**config.mk**
```make
export PLATFORM = sky130hd
export DESIGN_NAME = retransmit_timer_table
export DESIGN_NICKNAME = d
export VERILOG_FILES = /design/src/design/rtt_pkg.sv /design/src/design/rtt_controller.sv /design/src/design/rtt_datapath.sv /design/src/design/retransmit_timer_table.sv
export SDC_FILE = /design/constraint.sdc
export NUM_CORES = 2
export LEC_CHECK = 0
export BUFFER_PORTS_ARGS = -buffer_cell sky130_fd_sc_hd__clkbuf_2
export CORE_MARGIN = 8
export CORE_UTILIZATION = 40
export CTS_BUF_LIST = sky130_fd_sc_hd__clkbuf_8 sky130_fd_sc_hd__clkbuf_16
export DETAILED_ROUTE_END_ITERATION = 16
export HOLD_SLACK_MARGIN = 0.12
export PLACE_DENSITY = 0.66
export SYNTH_ARGS = -nofsm -noshare
export SYNTH_HDL_FRONTEND = slang
export SYNTH_SLANG_ARGS = --single-unit
export TNS_END_PERCENT = 10
```
**constraint.sdc**
```tcl
create_clock -name clk -period 9.15 [get_ports clk]
set_input_delay 1.3725 -clock clk [delete_from_list [all_inputs] [get_ports clk]]
set_output_delay 1.3725 -clock clk [all_outputs]
set_load 0.01 [all_outputs]
```
**src/design/rtt_pkg.sv**
```systemverilog
// ----------------------------------------------------------------------------
// rtt_pkg: shared types and constants of the retransmit timer table
// Action and result codes, the entry record, and the command and status
// groups between the controller and the datapath.
// ----------------------------------------------------------------------------
`timescale 1ns / 1ps
`default_nettype none

package rtt_pkg;

	localparam int ACTION_W    = 3;
	localparam int IDX_IN_W    = 4;
	localparam int INTERVAL_W  = 16;
	localparam int ATT_W       = 8;
	localparam int TYPE_W      = 8;
	localparam int PORT_W      = 16;
	localparam int TIME_W      = 32;
	localparam int KIND_W      = 3;
	localparam int ENTRIES_DEF = 16;
	localparam int MAX_RESULTS = 16;
	localparam int CNT_W       = $clog2(MAX_RESULTS + 1);

	typedef enum logic [ACTION_W-1:0] {
		ACT_ALLOC  = 3'd0,
		ACT_TICK   = 3'd1,
		ACT_RESP   = 3'd2,
		ACT_REMOVE = 3'd3,
		ACT_UPDATE = 3'd4
	} action_t;

	typedef enum logic [KIND_W-1:0] {
		KIND_NONE    = 3'd0,
		KIND_FULL    = 3'd1,
		KIND_SEND    = 3'd2,
		KIND_TIMEOUT = 3'd3,
		KIND_MATCH   = 3'd4
	} kind_t;

	typedef enum logic [1:0] {
		ST_IDLE,
		ST_SCAN,
		ST_OP,
		ST_FIN
	} state_t;

	typedef struct packed {
		logic [TIME_W-1:0]     deadline;
		logic [INTERVAL_W-1:0] interval;
		logic [ATT_W-1:0]      attempts;
		logic [TYPE_W-1:0]     etype;
		logic [PORT_W-1:0]     sender;
		logic [PORT_W-1:0]     receiver;
		logic                  notify;
	} entry_t;

	typedef struct packed {
		logic capture;
		logic op_write;
		logic fin_push;
	} ctl_cmd_t;

	typedef struct packed {
		logic in_scan;
		logic scan_done;
		logic out_free;
	} ctl_sts_t;

endpackage

`default_nettype wire

```
**src/design/rtt_controller.sv**
```systemverilog
// ----------------------------------------------------------------------------
// rtt_controller: sequencer of the retransmit timer table
// Takes one word at a time, starts a scan or a single entry operation, and
// pushes the closing result once the output register is free.
// ----------------------------------------------------------------------------
`timescale 1ns / 1ps
`default_nettype none

module rtt_controller (
	input  wire                 clk,
	input  wire                 arst_n,
	input  wire                 in_valid,
	output logic                in_ready,
	input  rtt_pkg::ctl_sts_t   sts,
	output rtt_pkg::ctl_cmd_t   cmd
);

	rtt_pkg::state_t state_q, state_d;

	always_ff @(posedge clk or negedge arst_n) begin
		if (!arst_n) begin
			state_q <= rtt_pkg::ST_IDLE;
		end else begin
			state_q <= state_d;
		end
	end

	always_comb begin
		state_d  = state_q;
		in_ready = 1'b0;
		cmd      = '0;
		unique case (state_q)
			rtt_pkg::ST_IDLE: begin
				in_ready = 1'b1;
				if (in_valid) begin
					cmd.capture = 1'b1;
					state_d     = sts.in_scan ? rtt_pkg::ST_SCAN : rtt_pkg::ST_OP;
				end
			end
			rtt_pkg::ST_SCAN: begin
				if (sts.scan_done) begin
					state_d = rtt_pkg::ST_FIN;
				end
			end
			rtt_pkg::ST_OP: begin
				cmd.op_write = 1'b1;
				state_d      = rtt_pkg::ST_FIN;
			end
			rtt_pkg::ST_FIN: begin
				if (sts.out_free) begin
					cmd.fin_push = 1'b1;
					state_d      = rtt_pkg::ST_IDLE;
				end
			end
			default: begin
				state_d = rtt_pkg::ST_IDLE;
			end
		endcase
	end

endmodule

`default_nettype wire

```
**src/design/rtt_datapath.sv**
```systemverilog
// ----------------------------------------------------------------------------
// rtt_datapath: entry store, scan pipeline and result registers
// Reads one entry a cycle unless stalled, evaluates it the next cycle, and
// writes it back, and holds back one pending result to flag the final as last.
// ----------------------------------------------------------------------------
`timescale 1ns / 1ps
`default_nettype none

module rtt_datapath #(
	parameter int ENTRIES = rtt_pkg::ENTRIES_DEF
) (
	input  wire                                  clk,
	input  wire                                  arst_n,
	input  rtt_pkg::ctl_cmd_t                    cmd,
	output rtt_pkg::ctl_sts_t                    sts,
	input  wire [rtt_pkg::ACTION_W-1:0]          action,
	input  wire [rtt_pkg::IDX_IN_W-1:0]          entry_index,
	input  wire [rtt_pkg::INTERVAL_W-1:0]        resend_interval,
	input  wire [rtt_pkg::ATT_W-1:0]             attempts,
	input  wire [rtt_pkg::TYPE_W-1:0]            response_type,
	input  wire [rtt_pkg::PORT_W-1:0]            sender_port,
	input  wire [rtt_pkg::PORT_W-1:0]            receiver_port,
	input  wire                                  notify_on_timeout,
	output logic                                 out_valid,
	input  wire                                  out_ready,
	output logic [rtt_pkg::KIND_W-1:0]           kind,
	output logic [rtt_pkg::IDX_IN_W-1:0]         entry_index_res,
	output logic                                 last
);

	localparam int IDX_W = (ENTRIES > 1) ? $clog2(ENTRIES) : 1;
	localparam int PTR_W = $clog2(ENTRIES + 1);

	// captured word
	rtt_pkg::action_t                 act_q;
	logic [rtt_pkg::IDX_IN_W-1:0]     idx_in_q;
	logic [rtt_pkg::INTERVAL_W-1:0]   ival_q;
	logic [rtt_pkg::ATT_W-1:0]        att_q;
	logic [rtt_pkg::TYPE_W-1:0]       type_q;
	logic [rtt_pkg::PORT_W-1:0]       snd_q;
	logic [rtt_pkg::PORT_W-1:0]       rcv_q;
	logic                             ntf_q;

	logic [rtt_pkg::TIME_W-1:0]       time_q;
	logic [ENTRIES-1:0]               valid_q;
	rtt_pkg::entry_t                  entry_mem [ENTRIES];

	logic [PTR_W-1:0]                 ptr_q;
	logic                             s1_v_q;
	logic [IDX_W-1:0]                 idx_s1;
	rtt_pkg::entry_t                  rd_s1;

	logic                             pend_v_q;
	rtt_pkg::kind_t                   pend_kind_q;
	logic [rtt_pkg::IDX_IN_W-1:0]     pend_idx_q;
	logic [rtt_pkg::CNT_W-1:0]        cnt_q;

	logic                             out_v_q;
	rtt_pkg::kind_t                   out_kind_q;
	logic [rtt_pkg::IDX_IN_W-1:0]     out_idx_q;
	logic                             out_last_q;

	logic                             ptr_end;
	logic [IDX_W-1:0]                 rd_addr;
	logic                             cur_v;
	logic                             due;
	logic [rtt_pkg::TIME_W-1:0]       rearm;
	logic                             res_fire;
	rtt_pkg::kind_t                   res_kind;
	logic                             record;
	logic                             stall;
	logic                             adv;
	logic                             scan_wr;
	logic                             scan_set;
	logic                             scan_clr;
	logic                             alloc_found;
	rtt_pkg::entry_t                  scan_data;
	rtt_pkg::entry_t                  item_entry;
	logic                             op_in_range;
	logic [IDX_W-1:0]                 op_addr;
	logic                             wr_en;
	logic [IDX_W-1:0]                 wr_addr;
	rtt_pkg::entry_t                  wr_data;
	logic                             rd_en;
	logic                             out_free;
	logic                             push_scan;
	rtt_pkg::action_t                 in_act;

	assign in_act   = rtt_pkg::action_t'(action);
	assign ptr_end  = (ptr_q == PTR_W'(ENTRIES));
	assign rd_addr  = ptr_q[IDX_W-1:0];
	assign out_free = !out_v_q || out_ready;

	assign sts.in_scan   = (in_act == rtt_pkg::ACT_ALLOC) || (in_act == rtt_pkg::ACT_TICK) ||
	                       (in_act == rtt_pkg::ACT_RESP);
	assign sts.scan_done = ptr_end && !s1_v_q;
	assign sts.out_free  = out_free;

	// new entry built from the captured word; deadline filled in per use
	always_comb begin
		item_entry.deadline = time_q + rtt_pkg::TIME_W'(ival_q);
		item_entry.interval = ival_q;
		item_entry.attempts = att_q;
		item_entry.etype    = type_q;
		item_entry.sender   = snd_q;
		item_entry.receiver = rcv_q;
		item_entry.notify   = ntf_q;
	end

	assign op_in_range = int'(idx_in_q) < ENTRIES;
	assign op_addr     = IDX_W'(idx_in_q);

	// evaluate the entry held in the read register rd_s1
	assign cur_v = valid_q[idx_s1];
	assign due   = (time_q >= rd_s1.deadline);
	assign rearm = time_q + rtt_pkg::TIME_W'(rd_s1.interval);

	always_comb begin
		res_fire    = 1'b0;
		res_kind    = rtt_pkg::KIND_NONE;
		scan_wr     = 1'b0;
		scan_set    = 1'b0;
		scan_clr    = 1'b0;
		alloc_found = 1'b0;
		scan_data   = rd_s1;
		if (s1_v_q) begin
			case (act_q)
				rtt_pkg::ACT_ALLOC: begin
					if (!cur_v) begin
						alloc_found = 1'b1;
						res_fire    = 1'b1;
						res_kind    = rtt_pkg::KIND_SEND;
						scan_wr     = 1'b1;
						scan_set    = 1'b1;
						scan_data   = item_entry;
					end
				end
				rtt_pkg::ACT_TICK: begin
					if (cur_v && due) begin
						if (rd_s1.attempts == '0) begin
							scan_clr = 1'b1;
							if (rd_s1.notify) begin
								res_fire = 1'b1;
								res_kind = rtt_pkg::KIND_TIMEOUT;
							end
						end else begin
							scan_wr            = 1'b1;
							scan_data.attempts = rd_s1.attempts - 1'b1;
							scan_data.deadline = rearm;
							res_fire           = 1'b1;
							res_kind           = rtt_pkg::KIND_SEND;
						end
					end
				end
				rtt_pkg::ACT_RESP: begin
					if (cur_v && rd_s1.etype == type_q && rd_s1.sender == snd_q &&
					    rd_s1.receiver == rcv_q) begin
						res_fire = 1'b1;
						res_kind = rtt_pkg::KIND_MATCH;
					end
				end
				default: begin
				end
			endcase
		end
	end

	// results past the cap still update the table but are not reported
	assign record    = res_fire && (cnt_q < rtt_pkg::CNT_W'(rtt_pkg::MAX_RESULTS));
	assign stall     = s1_v_q && record && pend_v_q && !out_free;
	assign adv       = s1_v_q && !stall;
	assign push_scan = adv && record && pend_v_q;
	assign rd_en     = !cmd.capture && !stall && !ptr_end && !(adv && alloc_found);

	// single write port shared by scan write-back and update
	always_comb begin
		wr_en   = 1'b0;
		wr_addr = idx_s1;
		wr_data = scan_data;
		if (cmd.op_write) begin
			wr_en   = (act_q == rtt_pkg::ACT_UPDATE) && op_in_range;
			wr_addr = op_addr;
			wr_data = item_entry;
			wr_data.deadline = time_q;
		end else if (adv) begin
			wr_en = scan_wr;
		end
	end

	always_ff @(posedge clk) begin
		if (wr_en) begin
			entry_mem[wr_addr] <= wr_data;
		end
		if (rd_en) begin
			rd_s1  <= entry_mem[rd_addr];
			idx_s1 <= rd_addr;
		end
	end

	always_ff @(posedge clk) begin
		if (cmd.capture) begin
			act_q    <= in_act;
			idx_in_q <= entry_index;
			ival_q   <= resend_interval;
			att_q    <= attempts;
			type_q   <= response_type;
			snd_q    <= sender_port;
			rcv_q    <= receiver_port;
			ntf_q    <= notify_on_timeout;
		end
	end

	always_ff @(posedge clk or negedge arst_n) begin
		if (!arst_n) begin
			time_q   <= '0;
			valid_q  <= '0;
			ptr_q    <= PTR_W'(ENTRIES);
			s1_v_q   <= 1'b0;
			pend_v_q <= 1'b0;
			cnt_q    <= '0;
			out_v_q  <= 1'b0;
		end else begin
			if (cmd.capture) begin
				if (in_act == rtt_pkg::ACT_TICK) begin
					time_q <= time_q + 1'b1;
				end
				ptr_q    <= sts.in_scan ? '0 : PTR_W'(ENTRIES);
				s1_v_q   <= 1'b0;
				pend_v_q <= 1'b0;
				cnt_q    <= '0;
			end else if (!stall) begin
				if (adv && alloc_found) begin
					// stop at the first free entry; drop the read in flight
					ptr_q  <= PTR_W'(ENTRIES);
					s1_v_q <= 1'b0;
				end else begin
					s1_v_q <= !ptr_end;
					if (!ptr_end) begin
						ptr_q <= ptr_q + 1'b1;
					end
				end
			end

			if (adv && scan_set) begin
				valid_q[idx_s1] <= 1'b1;
			end
			if (adv && scan_clr) begin
				valid_q[idx_s1] <= 1'b0;
			end
			if (cmd.op_write && op_in_range) begin
				if (act_q == rtt_pkg::ACT_UPDATE) begin
					valid_q[op_addr] <= 1'b1;
				end else if (act_q == rtt_pkg::ACT_REMOVE) begin
					valid_q[op_addr] <= 1'b0;
				end
			end

			if (adv && record) begin
				pend_v_q <= 1'b1;
				cnt_q    <= cnt_q + 1'b1;
			end else if (cmd.fin_push) begin
				pend_v_q <= 1'b0;
			end

			if (cmd.fin_push || push_scan) begin
				out_v_q <= 1'b1;
			end else if (out_ready) begin
				out_v_q <= 1'b0;
			end
		end
	end

	always_ff @(posedge clk) begin
		if (adv && record) begin
			pend_kind_q <= res_kind;
			pend_idx_q  <= rtt_pkg::IDX_IN_W'(idx_s1);
		end
		if (cmd.fin_push) begin
			out_last_q <= 1'b1;
			if (pend_v_q) begin
				out_kind_q <= pend_kind_q;
				out_idx_q  <= pend_idx_q;
			end else begin
				out_kind_q <= (act_q == rtt_pkg::ACT_ALLOC) ? rtt_pkg::KIND_FULL
				                                            : rtt_pkg::KIND_NONE;
				out_idx_q  <= '0;
			end
		end else if (push_scan) begin
			out_last_q <= 1'b0;
			out_kind_q <= pend_kind_q;
			out_idx_q  <= pend_idx_q;
		end
	end

	assign out_valid       = out_v_q;
	assign kind            = out_kind_q;
	assign entry_index_res = out_idx_q;
	assign last            = out_last_q;

endmodule

`default_nettype wire

```
**src/design/retransmit_timer_table.sv**
```systemverilog
// ----------------------------------------------------------------------------
// retransmit_timer_table: table of packets awaiting a response
// Allocate, tick, response, remove and update on a table of timed entries.
// ----------------------------------------------------------------------------
// One word is in work at a time. Tick and response scan every entry, one per
// cycle unless a result stalls, through the entry store's single read port;
// allocate stops at the lowest free entry, or scans every entry when the table
// is full. Remove, update and unknown actions need no scan. A scan that has
// more than one result to report waits whenever the output side holds back a
// word, and every word waits for the output register before it closes. The
// last result of a word is marked with last. The next word is taken while
// that last result still waits in the output register.
`timescale 1ns / 1ps
`default_nettype none

module retransmit_timer_table #(
	parameter int ENTRIES = rtt_pkg::ENTRIES_DEF
) (
	input  wire                                  clk,
	input  wire                                  arst_n,
	input  wire                                  in_valid,
	output logic                                 in_ready,
	input  wire [rtt_pkg::ACTION_W-1:0]          action,
	input  wire [rtt_pkg::IDX_IN_W-1:0]          entry_index,
	input  wire [rtt_pkg::INTERVAL_W-1:0]        resend_interval,
	input  wire [rtt_pkg::ATT_W-1:0]             attempts,
	input  wire [rtt_pkg::TYPE_W-1:0]            response_type,
	input  wire [rtt_pkg::PORT_W-1:0]            sender_port,
	input  wire [rtt_pkg::PORT_W-1:0]            receiver_port,
	input  wire                                  notify_on_timeout,
	output logic                                 out_valid,
	input  wire                                  out_ready,
	output logic [rtt_pkg::KIND_W-1:0]           kind,
	output logic [rtt_pkg::IDX_IN_W-1:0]         entry_index_res,
	output logic                                 last
);

	rtt_pkg::ctl_cmd_t cmd;
	rtt_pkg::ctl_sts_t sts;

	rtt_controller u_ctl (
		.clk      (clk),
		.arst_n   (arst_n),
		.in_valid (in_valid),
		.in_ready (in_ready),
		.sts      (sts),
		.cmd      (cmd)
	);

	rtt_datapath #(
		.ENTRIES (ENTRIES)
	) u_dp (
		.clk               (clk),
		.arst_n            (arst_n),
		.cmd               (cmd),
		.sts               (sts),
		.action            (action),
		.entry_index       (entry_index),
		.resend_interval   (resend_interval),
		.attempts          (attempts),
		.response_type     (response_type),
		.sender_port       (sender_port),
		.receiver_port     (receiver_port),
		.notify_on_timeout (notify_on_timeout),
		.out_valid         (out_valid),
		.out_ready         (out_ready),
		.kind              (kind),
		.entry_index_res   (entry_index_res),
		.last              (last)
	);

endmodule

`default_nettype wire

```
[Yosys cells after proc, flatten, opt, wreduce, memory -nomap -nowiden]
Memory sizes are Yosys's and may differ from the RTL's. A register that Yosys moved wholly into a read port is not among the register bits.
Index checks and enable logic that the tools add are counted.
Storage, ports and cells
  bits in latches: 0
  register bits after elaboration: 154
  logic and storage cells: 183
  output and inout port bits: 10
  bits in writable memories: 1552
  ROM bits: 0
  memories kept: 1
  input port bits: 76
Operators by class
  mux-type cells: 83
  $lt $le $gt $ge: 6
  equality and inequality tests: 18
  multipliers: 0
  shifts and indexed selects: 0
  bitwise logic cells: 6
  reduce and logical (&&, ||, !) cells: 41
  div/mod/pow operators: 0
  add/sub/neg operators: 6
Memory list
  u_dp.entry_mem: words 16, width 97, read ports 1, clocked after Yosys merged registers in 1, write ports 1, line rtt_datapath.sv:46  | rtt_pkg::entry_t entry_mem [ENTRIES];
Operators by type and width (number)
  2-to-1 mux 97 bit: 3
  2-to-1 mux 16 bit: 6
  adder 32 x 16 -> 32 bit: 2
  2-to-1 mux 32 bit: 2
  case mux 32 bit (2 select lines): 1
  2-to-1 mux 41 bit: 1
  2-to-1 mux 1 bit: 37
  2-to-1 mux 5 bit: 7
  adder 32 x 1 -> 32 bit (second input constant): 1
  bitwise AND 16 bit: 2
  == test 16 bit: 2
  >= comparator 32 bit: 1
  inverter 16 bit: 2
  OR 16 bit: 2
  logical AND 1 bit: 19
  2-to-1 mux 3 bit: 6
  2-to-1 mux 4 bit: 4
  2-to-1 mux 8 bit: 2
  case mux 8 bit (2 select lines): 1
  2-to-1 mux 2 bit: 6
  adder 5 x 1 -> 5 bit (second input constant): 2
  less-than comparator 4 x 5 -> 1 bit (second input constant): 2
  == test 3 x 2 -> 1 bit (second input constant): 3
  case mux 3 bit (3 select lines): 1
  other kinds (26): 45

[Longest topological paths before layout]
  depth after elaboration: 22
  gate-level depth with buffers: 14
  mapped depth without buffers: 11

[By module]
Synthesis repeated with hierarchy kept, for this count alone.
Second synthesis, totals
  cell total of the unflattened synthesis: 4256
  area, all modules: 73561.8 um^2
Modules (own cells, without submodules)
  rtt_datapath: seq. area each 53767.8 um^2, instances 1, area each 73380.4 um^2, cells an instance 4237
  rtt_controller: seq. area each 50.0 um^2, instances 1, area each 181.4 um^2, cells an instance 19

[Worst setup path before layout]
Ideal clock, no wire load.
  path kind: register -> register
  start: register u_dp.time_q[0] in the netlist's numbering
  end: memory u_dp.entry_mem[7][0] in the netlist's numbering (enable)
  clock period less this slack: 7199 ps
  path buffers: 0
  stages on the path, launching flop included: 12
  path slack: 1951 ps
  data arrival time: 6645 ps
  library setup time: 554 ps
  data required time: 8596 ps
  path through: dfrtp_1 -> inv_1 -> ha_1 -> nand2b_1 -> a2111o_1 -> a31oi_1 -> o2bb2ai_1 -> o211ai_1 -> o311ai_4 -> a21oi_1 -> a41oi_1 -> nor2_1
Between the ends
  longest elaborated chain between the ends: 15
  elaborated cells between the ends (all ways): 18
  those cells by class: 1 x order compare; 10 x mux; 7 x reduce/logical
RTL lines
  start, declared: line rtt_datapath.sv:44  | logic [rtt_pkg::TIME_W-1:0] time_q;
  start signal, assigned: line rtt_datapath.sv:225  | time_q <= time_q + 1'b1;
  >= comparator 32 bit (*): line rtt_datapath.sv:115  | assign due = (time_q >= rd_s1.deadline);
  logical AND 1 bit (*): line rtt_datapath.sv:139  | if (cur_v && due) begin
  2-to-1 mux 1 bit: line rtt_datapath.sv:139
  case mux 1 bit (3 select lines): line rtt_datapath.sv:127  | case (act_q)
  2-to-1 mux 1 bit: line rtt_datapath.sv:126  | if (s1_v_q) begin
  logical AND 1 bit: line rtt_datapath.sv:169  | assign record = res_fire && (cnt_q < rtt_pkg::CNT_W'(rtt_pkg::MAX_RESULTS));
  logical AND 1 bit (3 in series): line rtt_datapath.sv:170  | assign stall = s1_v_q && record && pend_v_q && !out_free;
  logical NOT 1 bit: line rtt_datapath.sv:171  | assign adv = s1_v_q && !stall;
  logical AND 1 bit: line rtt_datapath.sv:171
  2-to-1 mux 1 bit (*): line rtt_datapath.sv:185  | end else if (adv) begin
  2-to-1 mux 1 bit (*): line rtt_datapath.sv:180  | if (cmd.op_write) begin
  2-to-1 mux 1 bit (*): line rtt_datapath.sv:191  | if (wr_en) begin
  2-to-1 mux 1 bit (implied by the code) (*): line rtt_datapath.sv:192  | entry_mem[wr_addr] <= wr_data;
  end, declared: line rtt_datapath.sv:46
Mark *: on every way between the ends. The rest lies on a longest branch, timed or not.

[Worst setup path in the final report]
  start: register u_dp.s1_v_q
  end: memory u_dp.entry_mem[0][12] in the netlist's numbering (enable)
Between the ends
  longest elaborated chain between the ends: 11
  elaborated cells between the ends (all ways): 12
  those cells by class: 6 x mux; 6 x reduce/logical
RTL lines
  start, declared: line rtt_datapath.sv:49  | logic s1_v_q;
  start signal, assigned: line rtt_datapath.sv:237  | s1_v_q <= !ptr_end;
  2-to-1 mux 1 bit: line rtt_datapath.sv:126
  logical AND 1 bit: line rtt_datapath.sv:169
  logical AND 1 bit (3 in series): line rtt_datapath.sv:170
  logical NOT 1 bit: line rtt_datapath.sv:171
  logical AND 1 bit: line rtt_datapath.sv:171
  2-to-1 mux 1 bit (*): line rtt_datapath.sv:185
  2-to-1 mux 1 bit (*): line rtt_datapath.sv:180
  2-to-1 mux 1 bit (*): line rtt_datapath.sv:191
  2-to-1 mux 1 bit (implied by the code) (*): line rtt_datapath.sv:192
Marked as above.

==> flow_metrics.env <==
export IMPL_clk_latency_ns=0.82
export IMPL_cap_viol_max_count=0
export IMPL_drc_errors=0
export IMPL_cp_max_fo=40
export IMPL_cts_resized_gates=0
export IMPL_grtUsageTotal=0.1819
export IMPL_routed_via_density=5.757
export IMPL_nets=3910
export IMPL_crit_chain="buf_4 > clkinv_1 > nor4b_1 > nand3_1 > nor4_1 > nand4_1 > o311ai_4 > a21oi_1 > a32oi_1 > nor2_4 > buf_4 > buf_4"
export IMPL_r2r_end="u_dp.entry_mem[0][12]$_DFFE_PP_"
export IMPL_r2r_slack_ns=2.28
export IMPL_fin_setup_tns_ns=0
export IMPL_start_util=0.4013
export IMPL_grt_pass1_vias=36760
export IMPL_path_delay_family="simple AND/OR/NAND/NOR gates"
export IMPL_endpoint_kind="register"
export IMPL_post_cts_setup_buffer_count=0
export IMPL_p_total_mw=26.10
export IMPL_cts_root_buf="clkbuf_16"
export IMPL_powerDensity_nw_per_um2=320.4
export IMPL_power_frac_comb=0.275
export IMPL_ys_types=83
export IMPL_routedWlPerCell_um=28.51
export IMPL_seq_power_share=0.459
export IMPL_cpMostUsedCell="buf_4"
export IMPL_finalSetupViolations=0
export IMPL_place_congestion=0.8769
export IMPL_switching_share=0.3106
export IMPL_synthMuxAreaShare=0.1535
export IMPL_critPathMaxStageDelay_ns=0.91
export IMPL_rr_worst_depth=12
export IMPL_synthToLayoutAreaGrowth_pct=12.71
export IMPL_fmax_mhz=145.6
export IMPL_synth_ff_type="edfxtp_1"
export IMPL_holdCritStartpoint="u_dp.cnt_q[2]$_DFFE_PN0P_"
export IMPL_status="finished clean"
export IMPL_start_kind="register"
export IMPL_synth_warnings=0
export IMPL_nFillCells=15000
export IMPL_drtIter0Drc=3690
export IMPL_h_tree_depth=4
export IMPL_post_route_cells_drive_above_1_share=0.2413
export IMPL_dp_hpwl_mm=98.04
export IMPL_yosysTopAreaCell="edfxtp_1"
export IMPL_synthAdderAreaFrac=0.01319
export IMPL_synth_xor_area_frac=0.01236
export IMPL_hp_class="reg -> reg"
export IMPL_ys_seq_elements=1803
export IMPL_row_count=156
export IMPL_core_sq_um=180200
export IMPL_yosysTopAreaCellShare=0.7223
export IMPL_ff_latch_area_sq_um=53830
export IMPL_syn_nets=3723
export IMPL_synth_edf_count=1739
export IMPL_power_frac_clock=0.266
export IMPL_yosysMostFrequentCell="edfxtp_1"
export IMPL_p_int_mw=18.00
export IMPL_max_slew_margin=0.1456
export IMPL_grt_overflow=0
export IMPL_crit_required_ns=9.60
export IMPL_cts_buffer_depth=3
export IMPL_p_sw_mw=8.109
export IMPL_r2r_start="u_dp.s1_v_q$_DFFE_PN0P_"
export IMPL_vdd_drop_max_mv=0.2216
export IMPL_ys_seq_area_frac=0.7444
export IMPL_numCtsBuffers=174
export IMPL_drt_pass1_iter_count=6
export IMPL_portBuffers=85
export IMPL_detail_route_antenna_nets=0
export IMPL_post_route_period_util=0.7509
export IMPL_die_area_sq_um=194600
export IMPL_whs_path_depth=1
export IMPL_grt_max_degree=124
export IMPL_tightest_slew_ns=1.273
export IMPL_power_leakage_nw=26.32
export IMPL_whs_endpoint="u_dp.cnt_q[2]$_DFFE_PN0P_"
export IMPL_clkSinkCount=1803
export IMPL_synth_compound_area_share=0.03015
export IMPL_avgSynthCellArea_sq_um=20.24
export IMPL_cp_arrival_ns=7.32
export IMPL_path_class="reg -> reg"
export IMPL_clk_pin_slew_ns=0.06
export IMPL_synth_common_cells="edfxtp_1 (1739), mux4_2 (489), nand2_1 (264)"
export IMPL_synthesis_area_sq_um=72300
export IMPL_rsz0062_at_grt="false"
export IMPL_fin_skew_ns=0.04017
export IMPL_synth_area_top_cells="edfxtp_1 (72%), mux4_2 (15%), dfrtp_1 (2.1%)"
export IMPL_die_x_um=441.1
export IMPL_syn_inst=3572
export IMPL_num_vias=36120
export IMPL_wirelength_mm=178.9
export IMPL_cts_tree="built"
export IMPL_crit_slowest_cell="nor4b_1"
export IMPL_hold_viol=0
export IMPL_holdBufCountCts=0
export IMPL_synth_top_family_by_area="multiplexers"
export IMPL_yosys_area_share_simple=0.03446
export IMPL_ioPinCount=86
export IMPL_path_buf_inv=4
export IMPL_async_flop_share=0.03494
export IMPL_final_max_slew_viol_count=0
export IMPL_die_height_um=441.1
export IMPL_antenna_found_initial=5
export IMPL_period_minus_slack_ns=6.870
export IMPL_multi_input_area_sq_um=17760
export IMPL_grt_pass1_wl_mm=259.1
[power by group through the flow]
stage	Combinational, mW	Clock (mW)	Sequential, mW
3_5_place_dp	7.23	0	12.2
6_report	7.17	6.95	12.0
4_1_cts	7.25	7.08	12.0
3_3_place_gp	7.11	0	12.1
5_1_grt	7.70	7.37	12.0
2_1_floorplan	4.94	0	11.8
[final cells by class]
| type | count | area share |
|---|---|---|
| well taps | 2370 | 0.03639 |
| flip-flops and latches | 1803 | 0.6606 |
| clock buffers | 178 | 0.05425 |
| clock inverters | 143 | 0.01351 |
| multi-input cells | 1551 | 0.2180 |
| inverters | 65 | 0.003025 |
| repair buffers | 164 | 0.01419 |
| diodes | 1 | 0.00003071 |
[state kept, by name, summed over array words and instances, names as in the netlist, 5 cells and up]
name	flops
u_dp.type_q	8
u_dp.rcv_q	16
u_dp.ptr_q	5
u_dp.rd_s1	97
u_dp.valid_q	16
u_dp.att_q	8
u_dp.entry_mem	1552
u_dp.time_q	32
u_dp.ival_q	16
u_dp.cnt_q	5
u_dp.snd_q	16
[metrics by stage]
| step | hold slack [ns] | util | cell area [sq um] | cells | setup slack (ns) |
|---|---|---|---|---|---|
| after global routing | 0.5276 | 0.4523 | 81490 | 6275 | 1.719 |
| final | 0.5065 | 0.4523 | 81490 | 6275 | 2.280 |
| after global placement | 0.4827 | 0.4216 | 75960 | 5953 | 2.343 |
| after CTS | 0.5027 | 0.4523 | 81480 | 6274 | 2.258 |
| after floorplan | 0.4206 | - | 72300 | 3572 | 1.951 |
| after detailed placement | 0.4898 | 0.4216 | 75960 | 5953 | 2.251 |
[worst max-delay path by stage]
stage               cells past startpoint                  startpoint  slack, ns                         endpoint
floorplan                              11  u_dp.time_q[0]$_DFFE_PN0P_       1.95   u_dp.entry_mem[7][0]$_DFFE_PP_
global placement                       12     u_dp.s1_v_q$_DFFE_PN0P_       2.34  u_dp.entry_mem[0][23]$_DFFE_PP_
detailed placement                     12     u_dp.s1_v_q$_DFFE_PN0P_       2.25   u_dp.entry_mem[0][8]$_DFFE_PP_
CTS                                    12     u_dp.s1_v_q$_DFFE_PN0P_       2.26   u_dp.entry_mem[0][8]$_DFFE_PP_
global route                           12     u_dp.s1_v_q$_DFFE_PN0P_       1.72  u_dp.entry_mem[0][23]$_DFFE_PP_
finish                                 12     u_dp.s1_v_q$_DFFE_PN0P_       2.28  u_dp.entry_mem[0][12]$_DFFE_PP_
[layer usage]
metal,share of wire,track usage,up-vias
met5,0.000073,0,-
met4,0.031,0.05899,2
met3,0.065,0.03270,271
met2,0.49,0.2949,1399
met1,0.42,0.2515,19330
li1,-,-,15120
[cells by family (layout without fill, tap and decap cells)]
| kind of cell | Yosys count | after routing |
|---|---|---|
| DFF | 1803 | 1803 |
| buffers and inverters | 218 | 550 |
| and+or+nand+nor | 549 | 549 |
| muxes | 497 | 497 |
| adders and majority gates | 75 | 75 |
| other | 0 | 1 |
| xor gates and xnor gates | 102 | 102 |
| AOI/OAI and AO/OA | 328 | 328 |
[cells in the final DEF (no fill, tap or decap), types with 43 or more instances in the layout]
| cell type | count |
|---|---|
| ha_1 | 72 |
| clkbuf_16 | 175 |
| o21ai_0 | 54 |
| xnor2_1 | 74 |
| nor2_1 | 96 |
| inv_1 | 110 |
| dfrtp_1 | 58 |
| a21oi_1 | 66 |
| buf_4 | 68 |
| nand2_1 | 263 |
| clkbuf_2 | 84 |
| edfxtp_1 | 1739 |
| o22ai_1 | 43 |
| mux4_2 | 489 |
No activity file was read; power rests on OpenSTA's default activity.
